**config.mk**
```make
export PLATFORM = sky130hd
export DESIGN_NAME = battery_level_hysteresis_monitor
export DESIGN_NICKNAME = d
export VERILOG_FILES = /design/src/hdl/blhm_pkg.sv /design/src/hdl/battery_level_hysteresis_monitor.sv /design/src/hdl/blhm_cfg.sv /design/src/hdl/blhm_accum.sv /design/src/hdl/blhm_scale.sv /design/src/hdl/blhm_level.sv
export SDC_FILE = /design/constraint.sdc
export NUM_CORES = 1
export LEC_CHECK = 0
export ABC_AREA = 1
export BUFFER_PORTS_ARGS = -buffer_cell sky130_fd_sc_hd__buf_4
export CAP_MARGIN = 15
export CORE_MARGIN = 4
export CORE_UTILIZATION = 26
export CTS_CLUSTER_SIZE = 10
export DETAILED_ROUTE_END_ITERATION = 10
export SLEW_MARGIN = 30
export SYNTH_ARGS = -nofsm -noshare
export SYNTH_HDL_FRONTEND = slang
export SYNTH_SLANG_ARGS = --single-unit
```
**constraint.sdc**
```tcl
create_clock -name clk -period 5.15 [get_ports clk]
set_input_delay 0.2575 -clock clk [delete_from_list [all_inputs] [get_ports clk]]
set_output_delay 0.2575 -clock clk [all_outputs]
set_load 0.02 [all_outputs]
```
**src/hdl/blhm_pkg.sv**
```systemverilog
// shared widths, register indexes, reset values and types of the battery level monitor
package blhm_pkg;

  localparam int SAMPLE_W   = 12;
  localparam int SUM_W      = 16;
  localparam int MV_W       = 13;
  localparam int LVL_W      = 3;
  localparam int THR_W      = 13;
  localparam int HYST_W     = 8;
  localparam int OFS_W      = 9;
  localparam int CFG_IDX_W  = 3;
  localparam int CFG_DATA_W = 13;
  localparam int NUM_THR    = 4;

  localparam int SAMPLES_PER_READING_DEF = 10;

  // register indexes on the configuration port
  localparam logic [CFG_IDX_W-1:0] REG_THR0   = 3'd0;
  localparam logic [CFG_IDX_W-1:0] REG_THR1   = 3'd1;
  localparam logic [CFG_IDX_W-1:0] REG_THR2   = 3'd2;
  localparam logic [CFG_IDX_W-1:0] REG_THR3   = 3'd3;
  localparam logic [CFG_IDX_W-1:0] REG_HYST   = 3'd4;
  localparam logic [CFG_IDX_W-1:0] REG_OFFSET = 3'd5;

  // register reset values
  localparam logic [THR_W-1:0]  THR0_RST   = 13'd3450;
  localparam logic [THR_W-1:0]  THR1_RST   = 13'd3600;
  localparam logic [THR_W-1:0]  THR2_RST   = 13'd3750;
  localparam logic [THR_W-1:0]  THR3_RST   = 13'd3900;
  localparam logic [HYST_W-1:0] HYST_RST   = 8'd30;
  localparam logic [OFS_W-1:0]  OFFSET_RST = 9'd130;

  // battery levels
  localparam logic [LVL_W-1:0] LEVEL_0 = 3'd0;
  localparam logic [LVL_W-1:0] LEVEL_1 = 3'd1;
  localparam logic [LVL_W-1:0] LEVEL_2 = 3'd2;
  localparam logic [LVL_W-1:0] LEVEL_3 = 3'd3;
  localparam logic [LVL_W-1:0] LEVEL_4 = 3'd4;

  // mV = sum * 1100 / (1024 * n) = sum * 275 / (256 * n)
  localparam int MV_NUM       = 275;
  localparam int MV_DEN_SHIFT = 8;

  typedef struct packed {
    logic [NUM_THR-1:0][THR_W-1:0] thr;
    logic [HYST_W-1:0]             hyst;
    logic [OFS_W-1:0]              offset;
  } blhm_cfg_t;

  typedef struct packed {
    logic [SUM_W-1:0] sum;
    logic             usb;
  } blhm_group_t;

endpackage

```
**src/hdl/battery_level_hysteresis_monitor.sv**
```systemverilog
// top level of the battery level monitor with hysteresis
// Takes one 12-bit ADC sample per cycle and sums SAMPLES_PER_READING samples into
// a group; each completed group gives one request on the output carrying the
// voltage in mV, floor(sum * 1100 / (1024 * SAMPLES_PER_READING)), less
// charge_offset_mv (floored at zero) when usb_plugged is set on the group's last
// sample, and the battery level 0..4. The first reading after reset takes the
// level from the plain thresholds; later readings step at most one level, with
// hysteresis_mv of margin around each threshold. Input requests are taken every
// cycle; the group, scaling and result registers load in turn, so a completed
// group passes through each of them before it shows on out_tvalid, and the
// pipeline only holds the input when a group is blocked by output back-pressure.
// Configuration writes are always ready and should be made while no group is in
// flight.
module battery_level_hysteresis_monitor #(
  parameter int SAMPLES_PER_READING = blhm_pkg::SAMPLES_PER_READING_DEF
) (
  input  logic                            clk,
  input  logic                            rst_n,
  // input samples
  input  logic                            in_tvalid,
  output logic                            in_tready,
  input  logic [15:0]                     in_tdata,   // [11:0] sample, [15:12] zero
  input  logic                            in_tuser,   // [0] usb_plugged
  // readings
  output logic                            out_tvalid,
  input  logic                            out_tready,
  output logic [15:0]                     out_tdata,  // [12:0] voltage_mv, [15:13] level
  // register writes
  input  logic                            cfg_valid,
  output logic                            cfg_ready,
  input  logic [blhm_pkg::CFG_IDX_W-1:0]  cfg_index,
  input  logic [blhm_pkg::CFG_DATA_W-1:0] cfg_data
);
  import blhm_pkg::*;

  blhm_cfg_t        cfg;
  blhm_group_t      grp;
  logic             grp_valid, grp_ready;
  logic             mv_valid, mv_ready;
  logic [MV_W-1:0]  mv;
  logic [MV_W-1:0]  res_mv;
  logic [LVL_W-1:0] res_level;

  // register file
  blhm_cfg u_cfg (
    .clk       (clk),
    .rst_n     (rst_n),
    .cfg_valid (cfg_valid),
    .cfg_ready (cfg_ready),
    .cfg_index (cfg_index),
    .cfg_data  (cfg_data),
    .cfg_o     (cfg)
  );

  // running sum, emits one group per SAMPLES_PER_READING samples
  blhm_accum #(
    .SAMPLES_PER_READING (SAMPLES_PER_READING)
  ) u_accum (
    .clk       (clk),
    .rst_n     (rst_n),
    .in_valid  (in_tvalid),
    .in_ready  (in_tready),
    .in_sample (in_tdata[SAMPLE_W-1:0]),
    .in_usb    (in_tuser),
    .grp_valid (grp_valid),
    .grp_ready (grp_ready),
    .grp_o     (grp)
  );

  // constant multiply-shift to millivolts, charger compensation
  blhm_scale #(
    .SAMPLES_PER_READING (SAMPLES_PER_READING)
  ) u_scale (
    .clk       (clk),
    .rst_n     (rst_n),
    .grp_valid (grp_valid),
    .grp_ready (grp_ready),
    .grp_i     (grp),
    .offset    (cfg.offset),
    .mv_valid  (mv_valid),
    .mv_ready  (mv_ready),
    .mv_o      (mv)
  );

  // level tracking and output register
  blhm_level u_level (
    .clk       (clk),
    .rst_n     (rst_n),
    .mv_valid  (mv_valid),
    .mv_ready  (mv_ready),
    .mv_i      (mv),
    .cfg_i     (cfg),
    .res_valid (out_tvalid),
    .res_ready (out_tready),
    .res_mv    (res_mv),
    .res_level (res_level)
  );

  assign out_tdata = {res_level, res_mv};

endmodule

```
**src/hdl/blhm_cfg.sv**
```systemverilog
// configuration register file of the battery level monitor
module blhm_cfg (
  input  logic                            clk,
  input  logic                            rst_n,
  input  logic                            cfg_valid,
  output logic                            cfg_ready,
  input  logic [blhm_pkg::CFG_IDX_W-1:0]  cfg_index,
  input  logic [blhm_pkg::CFG_DATA_W-1:0] cfg_data,
  output blhm_pkg::blhm_cfg_t             cfg_o
);
  import blhm_pkg::*;

  blhm_cfg_t cfg_r;

  assign cfg_ready = 1'b1;
  assign cfg_o     = cfg_r;

  always_ff @(posedge clk) begin
    if (!rst_n) begin
      cfg_r.thr[0] <= THR0_RST;
      cfg_r.thr[1] <= THR1_RST;
      cfg_r.thr[2] <= THR2_RST;
      cfg_r.thr[3] <= THR3_RST;
      cfg_r.hyst   <= HYST_RST;
      cfg_r.offset <= OFFSET_RST;
    end else if (cfg_valid) begin
      unique case (cfg_index)
        REG_THR0:   cfg_r.thr[0] <= cfg_data[THR_W-1:0];
        REG_THR1:   cfg_r.thr[1] <= cfg_data[THR_W-1:0];
        REG_THR2:   cfg_r.thr[2] <= cfg_data[THR_W-1:0];
        REG_THR3:   cfg_r.thr[3] <= cfg_data[THR_W-1:0];
        REG_HYST:   cfg_r.hyst   <= cfg_data[HYST_W-1:0];
        REG_OFFSET: cfg_r.offset <= cfg_data[OFS_W-1:0];
        default: ;
      endcase
    end
  end

endmodule

```
**src/hdl/blhm_accum.sv**
```systemverilog
// sample accumulator and registered group sum
module blhm_accum #(
  parameter int SAMPLES_PER_READING = blhm_pkg::SAMPLES_PER_READING_DEF
) (
  input  logic                          clk,
  input  logic                          rst_n,
  input  logic                          in_valid,
  output logic                          in_ready,
  input  logic [blhm_pkg::SAMPLE_W-1:0] in_sample,
  input  logic                          in_usb,
  output logic                          grp_valid,
  input  logic                          grp_ready,
  output blhm_pkg::blhm_group_t         grp_o
);
  import blhm_pkg::*;

  localparam int CNT_W = $clog2(SAMPLES_PER_READING + 1);
  localparam logic [CNT_W-1:0] CNT_LAST = CNT_W'(SAMPLES_PER_READING - 1);

  logic [SUM_W-1:0] sum_r, sum_nxt;
  logic [CNT_W-1:0] cnt_r;
  logic             grp_valid_r;
  blhm_group_t      grp_r;
  logic             accept, last;

  assign in_ready  = !grp_valid_r || grp_ready;
  assign accept    = in_valid && in_ready;
  assign last      = (cnt_r == CNT_LAST);
  assign sum_nxt   = sum_r + SUM_W'(in_sample);
  assign grp_valid = grp_valid_r;
  assign grp_o     = grp_r;

  always_ff @(posedge clk) begin
    if (!rst_n) begin
      sum_r       <= '0;
      cnt_r       <= '0;
      grp_valid_r <= 1'b0;
    end else begin
      if (grp_ready) begin
        grp_valid_r <= 1'b0;
      end
      if (accept) begin
        if (last) begin
          sum_r       <= '0;
          cnt_r       <= '0;
          grp_valid_r <= 1'b1;
        end else begin
          sum_r <= sum_nxt;
          cnt_r <= cnt_r + CNT_W'(1);
        end
      end
    end
  end

  always_ff @(posedge clk) begin
    if (accept && last) begin
      grp_r.sum <= sum_nxt;
      grp_r.usb <= in_usb;
    end
  end

endmodule

```
**src/hdl/blhm_scale.sv**
```systemverilog
// sum to millivolt scaling by reciprocal multiply, charger offset with floor at zero
module blhm_scale #(
  parameter int SAMPLES_PER_READING = blhm_pkg::SAMPLES_PER_READING_DEF
) (
  input  logic                      clk,
  input  logic                      rst_n,
  input  logic                      grp_valid,
  output logic                      grp_ready,
  input  blhm_pkg::blhm_group_t     grp_i,
  input  logic [blhm_pkg::OFS_W-1:0] offset,
  output logic                      mv_valid,
  input  logic                      mv_ready,
  output logic [blhm_pkg::MV_W-1:0] mv_o
);
  import blhm_pkg::*;

  // 2^SHIFT exceeds max sum * 256 * n, so the rounded-up reciprocal is exact
  localparam int CNT_W = $clog2(SAMPLES_PER_READING + 1);
  localparam int SHIFT = SUM_W + MV_DEN_SHIFT + CNT_W;
  localparam int PROD_W = SHIFT + MV_W;
  localparam longint unsigned RECIP =
    ((longint'(MV_NUM) << (SHIFT - MV_DEN_SHIFT)) + longint'(SAMPLES_PER_READING) - 1)
    / longint'(SAMPLES_PER_READING);

  logic [PROD_W-1:0] prod;
  logic [MV_W-1:0]   mv_raw, mv_nxt;
  logic [MV_W-1:0]   mv_r;
  logic              mv_valid_r;
  logic              accept;

  assign grp_ready = !mv_valid_r || mv_ready;
  assign accept    = grp_valid && grp_ready;
  assign prod      = PROD_W'(grp_i.sum) * PROD_W'(RECIP);
  assign mv_raw    = prod[SHIFT +: MV_W];

  always_comb begin
    mv_nxt = mv_raw;
    if (grp_i.usb) begin
      mv_nxt = (mv_raw > MV_W'(offset)) ? mv_raw - MV_W'(offset) : '0;
    end
  end

  assign mv_valid = mv_valid_r;
  assign mv_o     = mv_r;

  always_ff @(posedge clk) begin
    if (!rst_n) begin
      mv_valid_r <= 1'b0;
    end else if (grp_ready) begin
      mv_valid_r <= grp_valid;
    end
  end

  always_ff @(posedge clk) begin
    if (accept) begin
      mv_r <= mv_nxt;
    end
  end

endmodule

```
**src/hdl/blhm_level.sv**
```systemverilog
// level quantizer with hysteresis and result register
module blhm_level (
  input  logic                       clk,
  input  logic                       rst_n,
  input  logic                       mv_valid,
  output logic                       mv_ready,
  input  logic [blhm_pkg::MV_W-1:0]  mv_i,
  input  blhm_pkg::blhm_cfg_t        cfg_i,
  output logic                       res_valid,
  input  logic                       res_ready,
  output logic [blhm_pkg::MV_W-1:0]  res_mv,
  output logic [blhm_pkg::LVL_W-1:0] res_level
);
  import blhm_pkg::*;

  localparam int CMP_W = THR_W + 1;

  logic [LVL_W-1:0]   level_r, level_nxt;
  logic               level_init_r;
  logic               res_valid_r;
  logic [MV_W-1:0]    res_mv_r;
  logic [NUM_THR-1:0] below, down, up;
  logic               accept;

  assign mv_ready = !res_valid_r || res_ready;
  assign accept   = mv_valid && mv_ready;

  // compares widened by one bit so threshold +/- margin never wraps
  always_comb begin
    for (int i = 0; i < NUM_THR; i++) begin
      below[i] = mv_i < cfg_i.thr[i];
      down[i]  = (CMP_W'(mv_i) + CMP_W'(cfg_i.hyst)) < CMP_W'(cfg_i.thr[i]);
      up[i]    = CMP_W'(mv_i) > (CMP_W'(cfg_i.thr[i]) + CMP_W'(cfg_i.hyst));
    end
  end

  always_comb begin
    level_nxt = level_r;
    if (!level_init_r) begin
      priority if (below[0]) level_nxt = LEVEL_0;
      else if (below[1])     level_nxt = LEVEL_1;
      else if (below[2])     level_nxt = LEVEL_2;
      else if (below[3])     level_nxt = LEVEL_3;
      else                   level_nxt = LEVEL_4;
    end else begin
      unique case (level_r)
        LEVEL_0: level_nxt = up[0] ? LEVEL_1 : LEVEL_0;
        LEVEL_1: level_nxt = down[0] ? LEVEL_0 : (up[1] ? LEVEL_2 : LEVEL_1);
        LEVEL_2: level_nxt = down[1] ? LEVEL_1 : (up[2] ? LEVEL_3 : LEVEL_2);
        LEVEL_3: level_nxt = down[2] ? LEVEL_2 : (up[3] ? LEVEL_4 : LEVEL_3);
        default: level_nxt = down[3] ? LEVEL_3 : LEVEL_4;
      endcase
    end
  end

  assign res_valid = res_valid_r;
  assign res_mv    = res_mv_r;
  assign res_level = level_r;

  always_ff @(posedge clk) begin
    if (!rst_n) begin
      level_r      <= LEVEL_0;
      level_init_r <= 1'b0;
      res_valid_r  <= 1'b0;
    end else begin
      if (mv_ready) begin
        res_valid_r <= mv_valid;
      end
      if (accept) begin
        level_r      <= level_nxt;
        level_init_r <= 1'b1;
      end
    end
  end

  always_ff @(posedge clk) begin
    if (accept) begin
      res_mv_r <= mv_i;
    end
  end

endmodule
```
==> flow_summary_export.csv <==
group,metric,value,unit
clock_network,numCtsBuffers,17,
clock_network,htree_levels,4,
pwr,vdd_drop_max,0.229,mV
critical_path,critPathKind,"flip-flop to flip-flop",
synth,yosysSeqAreaShare,23.3,%
clock_network,clkTransAtPathRegs,0.06,ns
global_routing,use_met3,2.50,%
layout,final_area,16000,µm²
routing,vias_per_cell,4.76,
synth,netlist_instances,1817,
routing,wirelength,37500,µm
status,status,"completed",
synth,synthesis.nets,2153,
critical_path,reg2regPathDepth,28,
sta,whs,0.0964,ns
routing,vias,12358,
global_routing,grt_pass1_wl,61400,µm
routing,drt_iter0_drc,767,
synth,synth-async-reset-ratio,0,%
critical_path,critPathCaptureType,"flip-flop",
critical_path,cp_slowest_cell,"fa_1",
flow_run,max_cap_viol_count,0,
routing,drc,0,
synth,yosysUniqueCellTypes,52,
clock_network,cts_sinks,139,
layout,syn_to_final_growth,15.6,%
clock_network,cts_tree,"done",
critical_path,ff2ff_setup_slack,0.22,ns
layout,diodes,0,
routing,ant_nets,0,
sta,relSlewSlack,41.3,%
critical_path,critPathMostFrequentCell,"nand2_1",
routing,drtPass1Iterations,5,
critical_path,required,5.36,ns
synth,synth-seq-cells,139,
critical_path,cp.arrival,5.14,ns
global_routing,met2_usage,22.9,%
synth,synth_top_cells_by_area,"ha_1 23%, dfxtp_1 14%, nand2_1 11%, edfxtp_1 9.3%, inv_1 7.7%",
synth,syn_avg_cell_area,7.60,µm²
pwr,leakagePower,7.76,nW
clock_network,clock_latency,0.45,ns
synth,yosysTopAreaCell,"ha_1",
floorplan,chipWidth,239,µm
placement,port_buffers,51,
global_routing,grt_use_met1,16.8,%
floorplan,core,52600,µm²
floorplan,start_util,26.3,%
layout,drive_gt1_share,8.76,%
floorplan,die_y,239,µm
sta,period_minus_slack,4.93,ns
critical_path,crit_family,"adder cells",
synth,synth_top_area_share,22.8,%
synth,yosysWarnings,0,
placement,gp_congestion,0.895,
routing,routedWlPerCell,14.5,µm
min_path,min_path_cells,3,
floorplan,ios,57,
placement,place_area,15100,µm²
global_routing,grt_overflow_total,0,
pwr,p_per_area,192,nW/µm²
sta,max_freq,203,MHz
critical_path,reg2reg_to,"u_scale.mv_o[12]$_DFFE_PP_",
synth,synth_edf_count,43,
floorplan,fp-row-count,84,
synth,synth_ff_type,"dfxtp_1",
critical_path,crit_buf_inv,7,
global_routing,grt_pass1_vias,12526,
sta,finalSetupViolations,0,
layout,layout.nets,2229,
sta,fin_skew,0.00966,ns
critical_path,cpPeakStageDelay,0.50,ns
floorplan,die_area,56900,µm²
clock_network,cts.path.max_buffers,2,
sta,worstMarginPinSlew,0.880,ns
layout,fillers,5591,
sta,report.final.hold_viol_count,0,
sta,fin_crit_sh,95.7,%
placement,dp_hpwl,29800,µm
synth,netlist_area,13800,µm²
sta,maxSlewViolCount,0,
global_routing,antenna_found_initial,0,
critical_path,r2r_start,"u_accum.grp_o[9]$_DFFE_PP_",
critical_path,worstPathMaxFanout,4,
global_routing,grt_use_total,13.3,%
global_routing,grt_max_degree,72,
min_path,min_from,"cfg_data[10]",
clock_network,root_buffer,"clkbuf_16",
synth,synth_most_common_cell,"nand2_1",
min_path,min_path_type,"primary input to flip-flop",
global_routing,top_usage_layer,"met2",
synth,netlist_top_cells_count,"394 x nand2_1, 285 x inv_1, 252 x ha_1",
critical_path,startpoint_type,"flip-flop",
min_path,holdPathEnd,"u_cfg.cfg_o[66]$_SDFFE_PN1P_",
[metrics by stage]
step / setup WS [ns] / utilization, % / cells / power [W] / TNS, ns
global placement: 0.156 / 28.7 / 2546 / 0.00176 / 0
finish: 0.220 / 30.4 / 2594 / 0.00307 / 0
floorplan: 0.354 / - / 1817 / 0.00162 / 0
global route: -0.0635 / 30.4 / 2594 / 0.00324 / -0.257
CTS: 0.0386 / 29.8 / 2579 / 0.00309 / 0
detailed placement: 0.0411 / 28.7 / 2546 / 0.00179 / 0
[area by class of cell]
type	count	area, µm²	area share [%]
Multi-Input combinational cell	1368	9610	60.2
Timing Repair Buffer	79	603	3.78
Inverter	288	1080	6.77
Clock inverter	13	169	1.06
Clock buffer	19	433	2.71
Sequential cell	139	3210	20.1
Tap cell	688	861	5.39
[cells in the final DEF, fill, tap and decap left out, types with 11 or more instances in the layout]
| master | count |
|---|---|
| xnor2_1 | 20 |
| a21oi_2 | 11 |
| nor3_1 | 19 |
| inv_1 | 282 |
| ha_1 | 244 |
| edfxtp_1 | 43 |
| buf_4 | 76 |
| nand4_1 | 25 |
| fa_1 | 46 |
| clkbuf_16 | 17 |
| xor2_1 | 53 |
| nand3_1 | 61 |
| dfxtp_1 | 96 |
| nor2_1 | 106 |
| o21ai_0 | 76 |
| a31oi_1 | 12 |
| a21oi_1 | 171 |
| o211ai_1 | 34 |
| nand2_1 | 389 |
[how the worst max path moves through the flow]
stage	start	endpoint	slack [ns]	cells after the start
after floorplan	u_accum.grp_o[7]$_DFFE_PP_	u_scale.mv_o[7]$_DFFE_PP_	0.35	24
after global placement	u_accum.grp_o[8]$_DFFE_PP_	u_scale.mv_o[12]$_DFFE_PP_	0.16	23
after detailed placement	u_accum.grp_o[8]$_DFFE_PP_	u_scale.mv_o[11]$_DFFE_PP_	0.04	23
after CTS	u_accum.grp_o[8]$_DFFE_PP_	u_scale.mv_o[3]$_DFFE_PP_	0.04	24
after global routing	u_accum.grp_o[5]$_DFFE_PP_	u_scale.mv_o[12]$_DFFE_PP_	-0.06	25
final	u_accum.grp_o[9]$_DFFE_PP_	u_scale.mv_o[12]$_DFFE_PP_	0.22	28
[report_power, final]
group,leakage [nW],internal (W),switching [W]
registers,1.17,0.00117,0.0000260
clock network,0.280,0.000765,0.000530
logic,6.31,0.000225,0.000357
total,7.76,0.00216,0.000913
[registers in the layout, indices dropped and copies added (netlist names), 3 cells and up]
register and cells:
u_accum.cnt_r 4, u_accum.grp_o 17, u_accum.sum_r 16, u_cfg.cfg_o 69, u_level.res_level 3, u_level.res_mv 13, u_scale.mv_o 13
[cell families (layout without fill, tap and decap cells)]
family / Yosys count / count (layout) / share of synthesized area [%]
xor+xnor: 77 / 77 / 4.88
buf+inv: 310 / 399 / 8.47
other cells: 1 / 1 / 0.0271
fa+ha+maj: 298 / 298 / 29.5
flops: 139 / 139 / 23.3
compound gates: 354 / 354 / 14.4
simple gates: 638 / 638 / 19.4
[repair_timing]
action | 4_1_cts | 5_1_grt
setup endpoints to repair | 0 | 13
buffers inserted | 0 | 15
hold buffers | 1 | 0
endpoints found under the hold margin | 1 | 0
gates resized for setup | 0 | 46
[layer usage]
metal / routed length [µm] / vias up
li1: - / 6223
met1: 16900 / 5749
met2: 17800 / 315
met3: 1990 / 71
met4: 926 / 0
met5: 0 / -
[worst reg2reg max path: cells and delay by family (launching register included)]
family          cells  cell delay [ns]
compound gates      3             0.40
flops               1             0.45
fa+ha+maj           5             2.10
buf+inv             7             0.62
xor+xnor            1             0.07
simple gates       12             1.06
Note: power is estimated with default switching activity, not from simulation.
